File: config.mk
export PLATFORM = sky130hd
export DESIGN_NAME = quadratic_outline_segmenter_core
export DESIGN_NICKNAME = d
export VERILOG_FILES = /design/src/rtl/core/qos_pkg.sv /design/src/rtl/core/qos_front.sv /design/src/rtl/core/qos_queue.sv /design/src/rtl/core/qos_back.sv /design/src/rtl/core/quadratic_outline_segmenter_core.sv
export SDC_FILE = /design/constraint.sdc
export NUM_CORES = 1
export LEC_CHECK = 0
export ABC_AREA = 0
export ABC_CLOCK_PERIOD_IN_PS = 7400
export BUFFER_PORTS_ARGS = -buffer_cell sky130_fd_sc_hd__buf_2
export CORE_UTILIZATION = 30
export CTS_BUF_LIST = sky130_fd_sc_hd__clkbuf_2
export DETAILED_ROUTE_END_ITERATION = 12
export PLACE_DENSITY_LB_ADDON = 0.15
export RECOVER_POWER = 50
export SLEW_MARGIN = 40
export SYNTH_ARGS = -nofsm -noshare
export SYNTH_HDL_FRONTEND = slang
export SYNTH_SLANG_ARGS = --single-unit
File: constraint.sdc
create_clock -name clock -period 7.4 [get_ports clock]
set_clock_uncertainty 0.15 [all_clocks]
set_input_delay 1.11 -clock clock [delete_from_list [all_inputs] [get_ports clock]]
set_output_delay 1.11 -clock clock [all_outputs]
set_load 0.1 [all_outputs]
File: src/rtl/core/qos_pkg.sv
// Package for the quadratic outline segmenter: widths, segment kinds and the
// segment and queue entry types used by the front, queue and back.
// Depends on nothing.
package qos_pkg;

   localparam int COORD_BITS    = 16;
   localparam int OUT_BITS      = COORD_BITS + 1;
   localparam int REQ_DATA_BITS = ((2 * COORD_BITS + 7) / 8) * 8;
   localparam int RSP_DATA_BITS = ((6 * OUT_BITS + 7) / 8) * 8;
   localparam int QUEUE_DEPTH   = 4;
   localparam int QUEUE_PTR_BITS = $clog2(QUEUE_DEPTH);

   typedef enum logic [1:0] {
      KIND_LINE  = 2'd0,
      KIND_CURVE = 2'd1,
      KIND_BAD   = 2'd2
   } kind_type;

   typedef logic signed [COORD_BITS-1:0] coord_type;
   typedef logic signed [OUT_BITS-1:0]   half_type;

   typedef struct packed {
      kind_type kind;
      half_type p0_x;
      half_type p0_y;
      half_type p1_x;
      half_type p1_y;
      half_type p2_x;
      half_type p2_y;
      logic     closes;
   } seg_type;

   // One queue entry: the results caused by one item, one or two of them.
   typedef struct packed {
      logic    second_valid;
      seg_type first;
      seg_type second;
   } job_type;

   // Font units to half units.
   function automatic half_type to_half(input coord_type v);
      return {v, 1'b0};
   endfunction

   function automatic seg_type make_seg(input kind_type kind,
                                        input half_type ax, input half_type ay,
                                        input half_type bx, input half_type by,
                                        input half_type cx, input half_type cy,
                                        input logic closes);
      seg_type s;
      s.kind   = kind;
      s.p0_x   = ax;
      s.p0_y   = ay;
      s.p1_x   = bx;
      s.p1_y   = by;
      s.p2_x   = cx;
      s.p2_y   = cy;
      s.closes = closes;
      return s;
   endfunction

endpackage

File: src/rtl/core/qos_front.sv
// Front part of the outline segmenter: accepts contour points, tracks the
// contour state and builds the segments, up to two, that each point causes.
// Depends on qos_pkg.
module qos_front
   import qos_pkg::*;
(
   input  logic                     clock,
   input  logic                     reset,
   input  logic                     req_tvalid,
   output logic                     req_tready,
   input  logic [REQ_DATA_BITS-1:0] req_tdata,
   input  logic                     req_tuser,
   input  logic                     req_tlast,
   output logic                     push_valid,
   output job_type                  push_job,
   input  logic                     push_ready
);

   logic      open_ff, open_in;
   logic      skip_ff, skip_in;
   logic      pend_ff, pend_in;
   coord_type first_x_ff, first_x_in, first_y_ff, first_y_in;
   half_type  start_x_ff, start_x_in, start_y_ff, start_y_in;
   coord_type ctrl_x_ff, ctrl_x_in, ctrl_y_ff, ctrl_y_in;

   coord_type px, py;
   half_type  mid_x, mid_y;
   logic      accept;
   logic      item_valid;
   seg_type   item_seg;
   seg_type   close_seg;

   assign px = req_tdata[COORD_BITS-1:0];
   assign py = req_tdata[2*COORD_BITS-1:COORD_BITS];

   // Implied on-curve midpoint, exact in half units.
   assign mid_x = half_type'(ctrl_x_ff) + half_type'(px);
   assign mid_y = half_type'(ctrl_y_ff) + half_type'(py);

   assign req_tready = push_ready;
   assign accept     = req_tvalid && push_ready;

   always_comb begin
      open_in    = open_ff;
      skip_in    = skip_ff;
      pend_in    = pend_ff;
      first_x_in = first_x_ff;
      first_y_in = first_y_ff;
      start_x_in = start_x_ff;
      start_y_in = start_y_ff;
      ctrl_x_in  = ctrl_x_ff;
      ctrl_y_in  = ctrl_y_ff;
      item_valid = 1'b0;
      item_seg   = make_seg(KIND_LINE, '0, '0, '0, '0, '0, '0, 1'b0);
      close_seg  = item_seg;
      push_valid = 1'b0;
      push_job   = '0;

      if (skip_ff) begin
         if (req_tlast) begin
            skip_in = 1'b0;
         end
      end else if (!open_ff) begin
         if (!req_tuser) begin
            push_valid     = 1'b1;
            push_job.first = make_seg(KIND_BAD, to_half(px), to_half(py),
                                      '0, '0, '0, '0, 1'b0);
            skip_in = !req_tlast;
         end else begin
            first_x_in = px;
            first_y_in = py;
            start_x_in = to_half(px);
            start_y_in = to_half(py);
            pend_in    = 1'b0;
            if (req_tlast) begin
               push_valid     = 1'b1;
               push_job.first = make_seg(KIND_LINE, to_half(px), to_half(py),
                                         to_half(px), to_half(py), '0, '0, 1'b1);
            end else begin
               open_in = 1'b1;
            end
         end
      end else begin
         if (req_tuser) begin
            item_valid = 1'b1;
            if (pend_ff) begin
               item_seg = make_seg(KIND_CURVE, start_x_ff, start_y_ff,
                                   to_half(ctrl_x_ff), to_half(ctrl_y_ff),
                                   to_half(px), to_half(py), 1'b0);
            end else begin
               item_seg = make_seg(KIND_LINE, start_x_ff, start_y_ff,
                                   to_half(px), to_half(py), '0, '0, 1'b0);
            end
            start_x_in = to_half(px);
            start_y_in = to_half(py);
            pend_in    = 1'b0;
         end else begin
            item_valid = pend_ff;
            item_seg   = make_seg(KIND_CURVE, start_x_ff, start_y_ff,
                                  to_half(ctrl_x_ff), to_half(ctrl_y_ff),
                                  mid_x, mid_y, 1'b0);
            if (pend_ff) begin
               start_x_in = mid_x;
               start_y_in = mid_y;
            end
            ctrl_x_in = px;
            ctrl_y_in = py;
            pend_in   = 1'b1;
         end

         // The closing segment starts where the segment above leaves off.
         if (pend_in) begin
            close_seg = make_seg(KIND_CURVE, start_x_in, start_y_in,
                                 to_half(ctrl_x_in), to_half(ctrl_y_in),
                                 to_half(first_x_ff), to_half(first_y_ff), 1'b1);
         end else begin
            close_seg = make_seg(KIND_LINE, start_x_in, start_y_in,
                                 to_half(first_x_ff), to_half(first_y_ff),
                                 '0, '0, 1'b1);
         end

         if (req_tlast) begin
            open_in    = 1'b0;
            pend_in    = 1'b0;
            push_valid = 1'b1;
            if (item_valid) begin
               push_job.first        = item_seg;
               push_job.second       = close_seg;
               push_job.second_valid = 1'b1;
            end else begin
               push_job.first = close_seg;
            end
         end else if (item_valid) begin
            push_valid     = 1'b1;
            push_job.first = item_seg;
         end
      end

      push_valid = push_valid && req_tvalid;
   end

   always_ff @(posedge clock) begin
      if (reset) begin
         open_ff <= 1'b0;
         skip_ff <= 1'b0;
         pend_ff <= 1'b0;
      end else if (accept) begin
         open_ff <= open_in;
         skip_ff <= skip_in;
         pend_ff <= pend_in;
      end
   end

   always_ff @(posedge clock) begin
      if (accept) begin
         first_x_ff <= first_x_in;
         first_y_ff <= first_y_in;
         start_x_ff <= start_x_in;
         start_y_ff <= start_y_in;
         ctrl_x_ff  <= ctrl_x_in;
         ctrl_y_ff  <= ctrl_y_in;
      end
   end

endmodule

File: src/rtl/core/qos_queue.sv
// Short first-in first-out queue of segment jobs between the front and back
// parts of the outline segmenter. Depends on qos_pkg.
module qos_queue
   import qos_pkg::*;
(
   input  logic    clock,
   input  logic    reset,
   input  logic    push_valid,
   input  job_type push_job,
   output logic    push_ready,
   output logic    pop_valid,
   output job_type pop_job,
   input  logic    pop_ready
);

   job_type                    slot_ff [QUEUE_DEPTH];
   logic [QUEUE_PTR_BITS-1:0]  wr_ptr_ff, wr_ptr_in;
   logic [QUEUE_PTR_BITS-1:0]  rd_ptr_ff, rd_ptr_in;
   logic [QUEUE_PTR_BITS:0]    count_ff, count_in;
   logic                       do_push, do_pop;

   assign push_ready = (count_ff != (QUEUE_PTR_BITS+1)'(QUEUE_DEPTH));
   assign pop_valid  = (count_ff != '0);
   assign pop_job    = slot_ff[rd_ptr_ff];
   assign do_push    = push_valid && push_ready;
   assign do_pop     = pop_valid && pop_ready;

   always_comb begin
      wr_ptr_in = wr_ptr_ff;
      rd_ptr_in = rd_ptr_ff;
      count_in  = count_ff;
      if (do_push) begin
         wr_ptr_in = wr_ptr_ff + 1'b1;
      end
      if (do_pop) begin
         rd_ptr_in = rd_ptr_ff + 1'b1;
      end
      if (do_push && !do_pop) begin
         count_in = count_ff + 1'b1;
      end else if (do_pop && !do_push) begin
         count_in = count_ff - 1'b1;
      end
   end

   always_ff @(posedge clock) begin
      if (reset) begin
         wr_ptr_ff <= '0;
         rd_ptr_ff <= '0;
         count_ff  <= '0;
      end else begin
         wr_ptr_ff <= wr_ptr_in;
         rd_ptr_ff <= rd_ptr_in;
         count_ff  <= count_in;
      end
   end

   always_ff @(posedge clock) begin
      if (do_push) begin
         slot_ff[wr_ptr_ff] <= push_job;
      end
   end

endmodule

File: src/rtl/core/qos_back.sv
// Back part of the outline segmenter: takes jobs from the queue and hands
// their segments out one at a time through an output register.
// Depends on qos_pkg.
module qos_back
   import qos_pkg::*;
(
   input  logic                     clock,
   input  logic                     reset,
   input  logic                     pop_valid,
   input  job_type                  pop_job,
   output logic                     pop_ready,
   output logic                     rsp_tvalid,
   input  logic                     rsp_tready,
   output logic [RSP_DATA_BITS-1:0] rsp_tdata,
   output logic [1:0]               rsp_tuser,
   output logic                     rsp_tlast
);

   logic    valid_ff, valid_in;
   logic    half_ff, half_in;
   seg_type seg_ff, seg_in;
   logic    load;

   // The output register may be refilled when empty or being taken.
   assign load = pop_valid && (!valid_ff || rsp_tready);

   always_comb begin
      valid_in  = valid_ff && !rsp_tready;
      half_in   = half_ff;
      seg_in    = seg_ff;
      pop_ready = 1'b0;
      if (load) begin
         valid_in = 1'b1;
         seg_in   = half_ff ? pop_job.second : pop_job.first;
         if (pop_job.second_valid && !half_ff) begin
            half_in = 1'b1;
         end else begin
            half_in   = 1'b0;
            pop_ready = 1'b1;
         end
      end
   end

   always_ff @(posedge clock) begin
      if (reset) begin
         valid_ff <= 1'b0;
         half_ff  <= 1'b0;
      end else begin
         valid_ff <= valid_in;
         half_ff  <= half_in;
      end
   end

   always_ff @(posedge clock) begin
      seg_ff <= seg_in;
   end

   assign rsp_tvalid = valid_ff;
   assign rsp_tdata  = RSP_DATA_BITS'({seg_ff.p2_y, seg_ff.p2_x, seg_ff.p1_y,
                                       seg_ff.p1_x, seg_ff.p0_y, seg_ff.p0_x});
   assign rsp_tuser  = seg_ff.kind;
   assign rsp_tlast  = seg_ff.closes;

endmodule

File: src/rtl/core/quadratic_outline_segmenter_core.sv
// The first segment of a point passes through the job queue and the output register
// before it is offered on rsp. Throughput: one point per cycle while the queue has room;
// the output register passes one segment per cycle while rsp_tready is high.
// A four-entry job queue lets points keep arriving while segments are stalled.
// Reset is synchronous and active high; it empties the queue and the output
// register and returns the contour tracking to awaiting a first point.
module quadratic_outline_segmenter_core
   import qos_pkg::*;
(
   input  logic                     clock,
   input  logic                     reset,
   input  logic                     req_tvalid,
   output logic                     req_tready,
   input  logic [REQ_DATA_BITS-1:0] req_tdata,   // point_x, point_y
   input  logic                     req_tuser,   // on_outline
   input  logic                     req_tlast,   // last_in_contour
   output logic                     rsp_tvalid,
   input  logic                     rsp_tready,
   output logic [RSP_DATA_BITS-1:0] rsp_tdata,   // p0_x, p0_y, p1_x, p1_y, p2_x, p2_y
   output logic [1:0]               rsp_tuser,   // segment_kind
   output logic                     rsp_tlast    // closes_contour
);

   logic    push_valid, push_ready;
   job_type push_job;
   logic    pop_valid, pop_ready;
   job_type pop_job;

   qos_front u_front (
      .clock      (clock),
      .reset      (reset),
      .req_tvalid (req_tvalid),
      .req_tready (req_tready),
      .req_tdata  (req_tdata),
      .req_tuser  (req_tuser),
      .req_tlast  (req_tlast),
      .push_valid (push_valid),
      .push_job   (push_job),
      .push_ready (push_ready)
   );

   qos_queue u_queue (
      .clock      (clock),
      .reset      (reset),
      .push_valid (push_valid),
      .push_job   (push_job),
      .push_ready (push_ready),
      .pop_valid  (pop_valid),
      .pop_job    (pop_job),
      .pop_ready  (pop_ready)
   );

   qos_back u_back (
      .clock      (clock),
      .reset      (reset),
      .pop_valid  (pop_valid),
      .pop_job    (pop_job),
      .pop_ready  (pop_ready),
      .rsp_tvalid (rsp_tvalid),
      .rsp_tready (rsp_tready),
      .rsp_tdata  (rsp_tdata),
      .rsp_tuser  (rsp_tuser),
      .rsp_tlast  (rsp_tlast)
   );

endmodule

==> impl_results.md, run 1 <==
* CTS tree: done
* Largest net degree at the start of global routing at approximately 120
* GR Util All Layers at between 10% and 20%
* Status: finished with violations
* Initial DRC Count at approximately 2,100
* Post_cts resized at 0
* Register-to-register setup slack at around 1.9 ns
* Crit Path Max Fanout at 44
* CP max stage cell: clkbuf_1
* Pins over their slew limit at between 400 and 500
* Adder-Cell Fraction of Synth Area at between 1 and 1.5%
* Critical Path Start Type: input port
* Hold_sp: reset
* Most frequent cells in the layout: edfxtp_1 (1,013), nand2_1 (515), clkbuf_2 (415)
* Pre-antenna DRT Iters at 7
* Core area at roughly 140,000 um2
* Hold WC Path Type: in -> reg
* Clk buf depth at 4
* Final HPWL DP at between 80 and 90 mm
* Synth Register Bits at approximately 1,000
* Post-synthesis compound-gate area fraction at 5.37%
* Mux share of post-synthesis cell area at 11.4%
* Post-synthesis simple-gate area fraction at just over 7%
* CP cell instances: dlygate4sd3_1, clkbuf_1, nor2_1, a21boi_0, clkbuf_1, nor2b_1, clkbuf_1, a22o_1
* Worst-case reg-to-reg path depth at 5
* Pleak at around 17 nW
* Period utilization at 77.9%
* Fmax at around 0.17 GHz
* Global route hottest layer: met2
* Starting Density at 30.3%
* RR Endpoint: u_back.rsp_tdata[99]$_DFFE_PP_
* Drt wl/cell at approximately 26 um
* Crit path launch: req_tuser
* Number of max-cap violations at 10
* Setup violations, final at 0
* Met2 GRT Util at between 20% and 30%
* TritonCTS Buffers at slightly below 300
* CTS hold repair buffers at between 40 and 50
* Main combinational cell family by area after synthesis: multiplexers
* Vias in the first global route at about 26,000
* Total setup buffers inserted after CTS at 0
* Synth unique cells at 77
* Finished Cell Area at a little under 50,000 um2
* Unrepaired setup endpoints after global routing: no
* Post-Synth XOR/XNOR Area at less than 1%
* Least-Margin Pin Slew at around 3.2 ns
* Post-synth EDFFs at between 1,000 and 1,500
* CTS Root Cell: clkbuf_2
* H-tree lvl count at 5
* Buffers on Ports at approximately 140
* Pwr dens at around 370 nW/um2
* Total wire length at ~130 mm
* Crit Path Category: in -> reg
* Minimum clock period at ~5.8 ns
* CTS Sinks at roughly 1,000
* Failing checks: capacitance limit, slew limit
* GPL Wtd Cong at around 0.9
* Most common cell after layout, fill and taps aside: edfxtp_1
* IO Pins at about 150
* Cell Area, Synth at roughly 42,000 um2
* Die Wd at between 300 and 400 um
* DRC at 0
* # rows at around 140
* CP dominant cell by count: clkbuf_1
* Mean post-synth cell area at 16.6 um2
* Vias/cell at between 5 and 6
* CP arrival at ~7.0 ns
* CP required at around 8.6 ns
* Crit. End Element: register
* Hold Path Depth at 3
* Worst vdd ir at around 330 uV
* Die area at between 100,000 and 150,000 um2
* Final Hold Vio Count at 0
* Global-route track usage on met1 at 24.5%
* Antenna violations before repair at 20
* Setup TNS at 0 ns
* Reg clk slew, reported paths at ~0.11 ns
* Post-route ant nets at 0
* First-pass GRT wire length at about 190 mm
* Normalized max-slew margin at -117%
* Synthesized instance count at approximately 2,600
* Die height at roughly 380 um
* GR Layer Usage met3 at under 10%
* Yosys Warn Count at 0
* Overflow after GRT at 0
* Share of cells above drive strength 1 at about a quarter
* Nets at around 3,000
* Seq/Total Area, Yosys at between 70% and 80%
* DR vias at ~25,000
* Post-synth ARST share at 0%
* Area delta synth->final at 13.9%
* Fillers at 13,700
* CP max stage delay at around 1.8 ns
* Skew-Pair Late Insertion Delay at roughly 1.7 ns
* Post-DP Area at approximately 45,000 um2
* Main synth FF type: edfxtp_1
==> per-stage QoR <==
step           hold slack, ns  power (mW)  utilization (%)  worst slack [ns]  instances
4_1_cts               0.00579        18.1             34.6              2.86       5010
2_1_floorplan           0.321        12.3                -             0.139       2562
5_1_grt                 0.138        18.6             34.5              1.50       5016
3_5_place_dp            0.315        14.0             32.5              2.59       4486
3_3_place_gp            0.308        13.9             32.4              2.13       4478
6_report                0.290        17.7             34.5              1.64       5020
==> cell families (layout without fill, tap and decap cells) <==
group | Yosys count | count (layout)
AOI/OAI and AO/OA | 338 | 338
xor gates and xnor gates | 27 | 27
adders and majority gates | 40 | 40
buffers and inverters | 176 | 750
DFF | 1027 | 1027
muxes | 228 | 228
other | 1 | 12
and+or+nand+nor | 722 | 722
==> cells in the mapped netlist, drive strengths merged, types with 2 or more instances <==
| master | n | area [um2] |
|---|---|---|
| xnor2 | 13 | 121 |
| a311oi | 3 | 38.8 |
| a221oi | 4 | 41.3 |
| nor2 | 92 | 345 |
| and3 | 17 | 116 |
| fa | 3 | 60.1 |
| and2 | 46 | 288 |
| clkbuf | 80 | 320 |
| a32oi | 5 | 43.8 |
| a211oi | 7 | 62.6 |
| a22o | 53 | 465 |
| inv | 28 | 105 |
| a211o | 3 | 26.3 |
| a21oi | 91 | 459 |
| o22ai | 6 | 37.5 |
| a22oi | 38 | 285 |
| nand2b | 2 | 12.5 |
| dfxtp | 14 | 280 |
| or2 | 4 | 27.5 |
| mux2 | 2 | 22.5 |
| mux2i | 23 | 243 |
| mux4 | 203 | 4570 |
| a31oi | 8 | 50.1 |
| a21o | 14 | 106 |
| buf | 66 | 332 |
| nor3 | 11 | 60.1 |
| edfxtp | 1013 | 30400 |
| nor2b | 14 | 95.1 |
| o211ai | 4 | 40.0 |
| nand4 | 4 | 25.0 |
| nand3 | 13 | 70.1 |
| o31ai | 4 | 30.0 |
| ha | 37 | 463 |
| nand2 | 515 | 1930 |
| o2111a | 2 | 22.5 |
| o21a | 8 | 60.1 |
| o21ai | 75 | 379 |
| o21bai | 4 | 33.8 |
| xor2 | 14 | 123 |
| a2111oi | 2 | 23.8 |
==> registers in the layout, indices dropped and copies added (netlist names), named ones only <==
register and count:
u_queue.slot_ff 812, u_back.rsp_tdata 100, u_front.start_x_ff 17, u_front.start_y_ff 17
u_front.ctrl_x_ff 16, u_front.ctrl_y_ff 16, u_front.first_x_ff 16, u_front.first_y_ff 16
u_queue.count_ff 3, u_back.rsp_tuser 2, u_queue.rd_ptr_ff 2, u_queue.wr_ptr_ff 2
u_back.half_ff 1, u_back.rsp_tlast 1, u_back.rsp_tvalid 1, u_front.open_ff 1
u_front.pend_ff 1, u_front.skip_ff 1
==> routing by layer <==
metal,part of all wire [%],up-vias
li1,-,10800
met1,44,13000
met2,47,997
met3,6.8,249
met4,2.4,16
met5,0.070,-
==> area by class of cell <==
type / count / area [um2] / area share, %
Antenna cell: 8 / 20.0 / 0.0415
Clock buffer: 414 / 2070 / 4.30
Clock inverter: 67 / 373 / 0.773
Inverter: 29 / 113 / 0.233
Multi-Input combinational cell: 1359 / 10900 / 22.6
Sequential cell: 1027 / 30700 / 63.7
Tap cell: 1876 / 2350 / 4.87
Timing Repair Buffer: 240 / 1690 / 3.51
==> worst max-delay path by stage <==
stage	endpoint	slack, ns	cells after the start
2_1_floorplan	u_queue.slot_ff[0][0]$_DFFE_PP_	0.14	5
3_3_place_gp	u_queue.slot_ff[2][179]$_DFFE_PP_	2.13	7
3_5_place_dp	u_queue.slot_ff[0][74]$_DFFE_PP_	2.59	8
4_1_cts	req_tready	2.86	3
5_1_grt	u_queue.slot_ff[1][176]$_DFFE_PP_	1.50	8
6_report	u_queue.slot_ff[1][176]$_DFFE_PP_	1.64	8
==> power breakdown <==
group,switching [mW],internal (mW),total [mW]
registers,0.294,7.43,7.72
logic,4.46,1.53,5.99
clock network,2.37,1.63,4.00
total,7.13,10.6,17.7
==> worst max-delay path, delay by kind of cell <==
kind	cells	cell delay (ns)
AOI/OAI and AO/OA	2	0.74
buffers and inverters	4	3.80
and+or+nand+nor	2	1.26
No activity file was read; power rests on OpenSTA's default activity.
==> run 2, diff against run 1 <==
ABC_AREA = 1   (was 0)
ABC_CLOCK_PERIOD_IN_PS = 4800   (was 7400)
clock period = 4.8 ns   (was 7.4 ns; I/O delays follow)
==> run 2 against run 1 <==
  * Combinational power up 84%
  * The run still ends with capacitance limit, slew limit left
  * First-iteration DRC count rose by 38%
  * Core utilization increased by 0.083 points
  * Sequential cell count unchanged
  * Register-to-register slack got worse by 1.2 ns
  * Final cell count is 29% higher
  * Die area is 4.5% higher
  * Global-route usage rose by 1.7 points
  * Total power is 64% higher
  * Setup slack worse by 0.95 ns
  * Clock power is 59% higher
==> impl_results.md, run 2 <==
* Status: finished with violations
* Failing checks: capacitance limit, slew limit
* Crit Path Max Fanout at 39
* Total power at 29.1 mW
* Total setup buffers inserted after CTS at 0
* Pre-CTS setup slack at around 1.2 ns
* Pins over their slew limit at 216
* IO Pins at between 100 and 150
* Finished Cell Area at 50,500 um2
* Synth unique cells at between 40 and 50
* Area leader, netlist: edfxtp_1
* Cell Area, Synth at between 40,000 and 50,000 um2
* Die Wd at 386 um
* Crit. End Element: register
* Post-synth ARST share at 0%
* Pwr dens at 576 nW/um2
* CP dominant cell by count: dlygate4sd3_1
* Hold Path Depth at 6
* Die area at about 150,000 um2
* Fmax at 0.243 GHz
* # rows at 140
* GR Util All Layers at 19.8%
* Pleak at about 19 nW
* Post-synth top cells: edfxtp_1 (1,013), nor2_1 (948), o21ai_0 (542), nand2_1 (415), inv_1 (188)
* Least-Margin Pin Slew at approximately 2.2 ns
* Share of cells above drive strength 1 at 14.5%
* DRC at 0
* DR vias at around 32,000
* Period utilization at between 80% and 90%
* Final HPWL DP at between 90 and 100 mm
* Worst R2R Start: u_front.skip_ff$_SDFFE_PP0P_
* Hold WC Path Type: in -> reg
* Main synth FF type: edfxtp_1
* Largest net degree at the start of global routing at 173
* Pre-antenna DRT Iters at 6
* CTS tree: done
* Ranking of synthesized cells by area: edfxtp_1 (69%), nor2_1 (8.0%), o21ai_0 (6.1%), nand2_1 (3.5%), o22ai_1 (1.7%)
* Crit path buf inv count at 6
* Critical Path Start Type: input port
* Buffers on Ports at between 100 and 150
* Final Hold Vio Count at 0
* CTS Sinks at between 1,000 and 1,500
* Total wire length at approximately 150 mm
* TritonCTS Buffers at around 300
* Most frequent cells in the layout: edfxtp_1 (1,013), nor2_1 (943), o21ai_0 (544)
* Max reg flops at 812
* Post-DP Area at around 47,000 um2
* Minimum clock period at between 4 and 5 ns
* Hold Path End: u_front.start_y_ff[5]$_DFFE_PP_
* Unrepaired setup endpoints after global routing: no
* Drt wl/cell at around 23 um
* Setup violations, final at 0
* Top-count cell post-synth: edfxtp_1
* Starting Density at between 30% and 40%
* RR Endpoint: u_queue.slot_ff[2][55]$_DFFE_PP_
* CP max stage cell: inv_1
* Register-to-register setup slack at roughly 0.7 ns
* Vias in the first global route at approximately 30,000
* Reg clk slew, reported paths at roughly 0.1 ns
* CP arrival at between 5 and 6 ns
* CP max stage delay at 0.59 ns
* Worst vdd ir at 364 uV
* CP cell instances: dlygate4sd3_1, dlygate4sd3_1, buf_4, nor2_4, clkinvlp_2, nor2_8, inv_1, clkbuf_1, o22ai_1, a21oi_1, nor2_1
* Antenna violations before repair at 23
* Initial DRC Count at 2,887
* CTS Root Cell: clkbuf_2
* Seq/Total Area, Yosys at 69.4%
* Most common cell after layout, fill and taps aside: edfxtp_1
* Synth Register Bits at 1,027
* Vias/cell at between 4 and 5
* Hold_sp: req_tdata[20]
* Core area at 146,000 um2
* Post-synth EDFFs at between 1,000 and 1,500
* Fillers at ~15,000
* Final worst setup slack at ~0.7 ns
* H-tree lvl count at 5
* Total area of sequential cells at between 30,000 and 40,000 um2
* Yosys Warn Count at 0
* Area delta synth->final at 14.1%
* Crit-path leading delay family: buffers and inverters
* Post-synth top area share at just under 70%
* Overflow after GRT at 0
* Normalized max-slew margin at -46.7%
* Nets at around 4,400
* Number of max-cap violations at 6
* Top reg by flops: u_queue.slot_ff
* Post-route ant nets at 0
* Skew-Pair Late Insertion Delay at ~1.7 ns
* CP required at 6.08 ns
* Final Util at between 30 and 40%
* Clk buf depth at 4
* Area of the multi-input gates at about 12,000 um2
* First-pass GRT wire length at ~210 mm
* GPL Wtd Cong at ~0.94
* Crit Path Category: in -> reg
* Die height at 386 um
* Synthesized instance count at between 3,000 and 4,000
* Mean post-synth cell area at 11.2 um2
* Worst hold slack at 0.307 ns
* Worst-case reg-to-reg path depth at 7
run 2: cell types whose count changed in the layout (fill, tap and decap cells not counted), moves of 52 or more:
cell / previous run / this run
nand2_1: 515 / 414
a22o_1: 52 / 0
nor2_1: 90 / 943
nand3_1: 12 / 98
a31oi_1: 8 / 99
o21ai_0: 72 / 544
mux4_2: 203 / 0
o22ai_1: 6 / 120
inv_1: 27 / 188
run 2: through the flow:
stage / instances / setup TNS, ns
2_1_floorplan: 3958 / -90.81
4_1_cts: 6450 / 0
3_3_place_gp: 5858 / 0
6_report: 6462 / 0
5_1_grt: 6460 / 0
3_5_place_dp: 5858 / 0
run 2: layout make-up:
class	count	area share, %
tap	1917	4.75
timing repair buffer	304	4.57
clock inverter	73	0.659
inverter	200	1.53
clock buffer	438	4.34
antenna	11	0.0545
multi-input combinational	2492	23.3
sequential	1027	60.8
run 2: cell families after synthesis:
logic type	share of synthesized area, %
DFF	69.4
AOI/OAI and AO/OA	11.9
other	0.00847
adders and majority gates	1.18
xor gates and xnor gates	0.237
and+or+nand+nor	13.2
buffers and inverters	4.17
run 2: worst max path at each step:
stage / from / end / slack [ns] / cells past startpoint
after floorplan: req_tuser / u_queue.slot_ff[0][0]$_DFFE_PP_ / -0.12 / 8
after global placement: req_tuser / u_queue.slot_ff[2][63]$_DFFE_PP_ / 1.28 / 10
after detailed placement: req_tuser / u_queue.slot_ff[2][181]$_DFFE_PP_ / 1.24 / 10
after CTS: u_queue.count_ff[0]$_SDFFE_PP0P_ / req_tready / 0.97 / 3
after global routing: u_front.skip_ff$_SDFFE_PP0P_ / u_queue.slot_ff[2][55]$_DFFE_PP_ / 0.53 / 7
final: req_tuser / u_queue.slot_ff[0][128]$_DFFE_PP_ / 0.69 / 11
run 2: routing by layer:
layer / up-vias / global-route usage (%) / part of all wire, %
li1: 14900 / - / -
met1: 15900 / 27.3 / 45
met2: 1092 / 30.9 / 46
met3: 306 / 3.68 / 5.9
met4: 16 / 7.39 / 3.0
met5: - / 0 / 0.076
run 2: report_power, final:
part / switching [mW] / internal (mW) / leakage (nW)
combinational: 8.81 / 2.15 / 6.94
clock: 3.81 / 2.52 / 1.99
sequential: 0.408 / 11.4 / 10.0
total: 13.0 / 16.1 / 19.0
run 2: timing repair:
item,4_1_cts,5_1_grt
hold buffers,81,0
resized for setup,0,0
hold endpoints to repair,1324,0
run 2: worst min-delay path, stage by stage:
cell and delay, ns:
dlygate4sd3_1 0.58, clkbuf_1 0.19, nand2_1 0.20, nand2_1 0.11, a21oi_1 0.08, o21bai_1 0.13
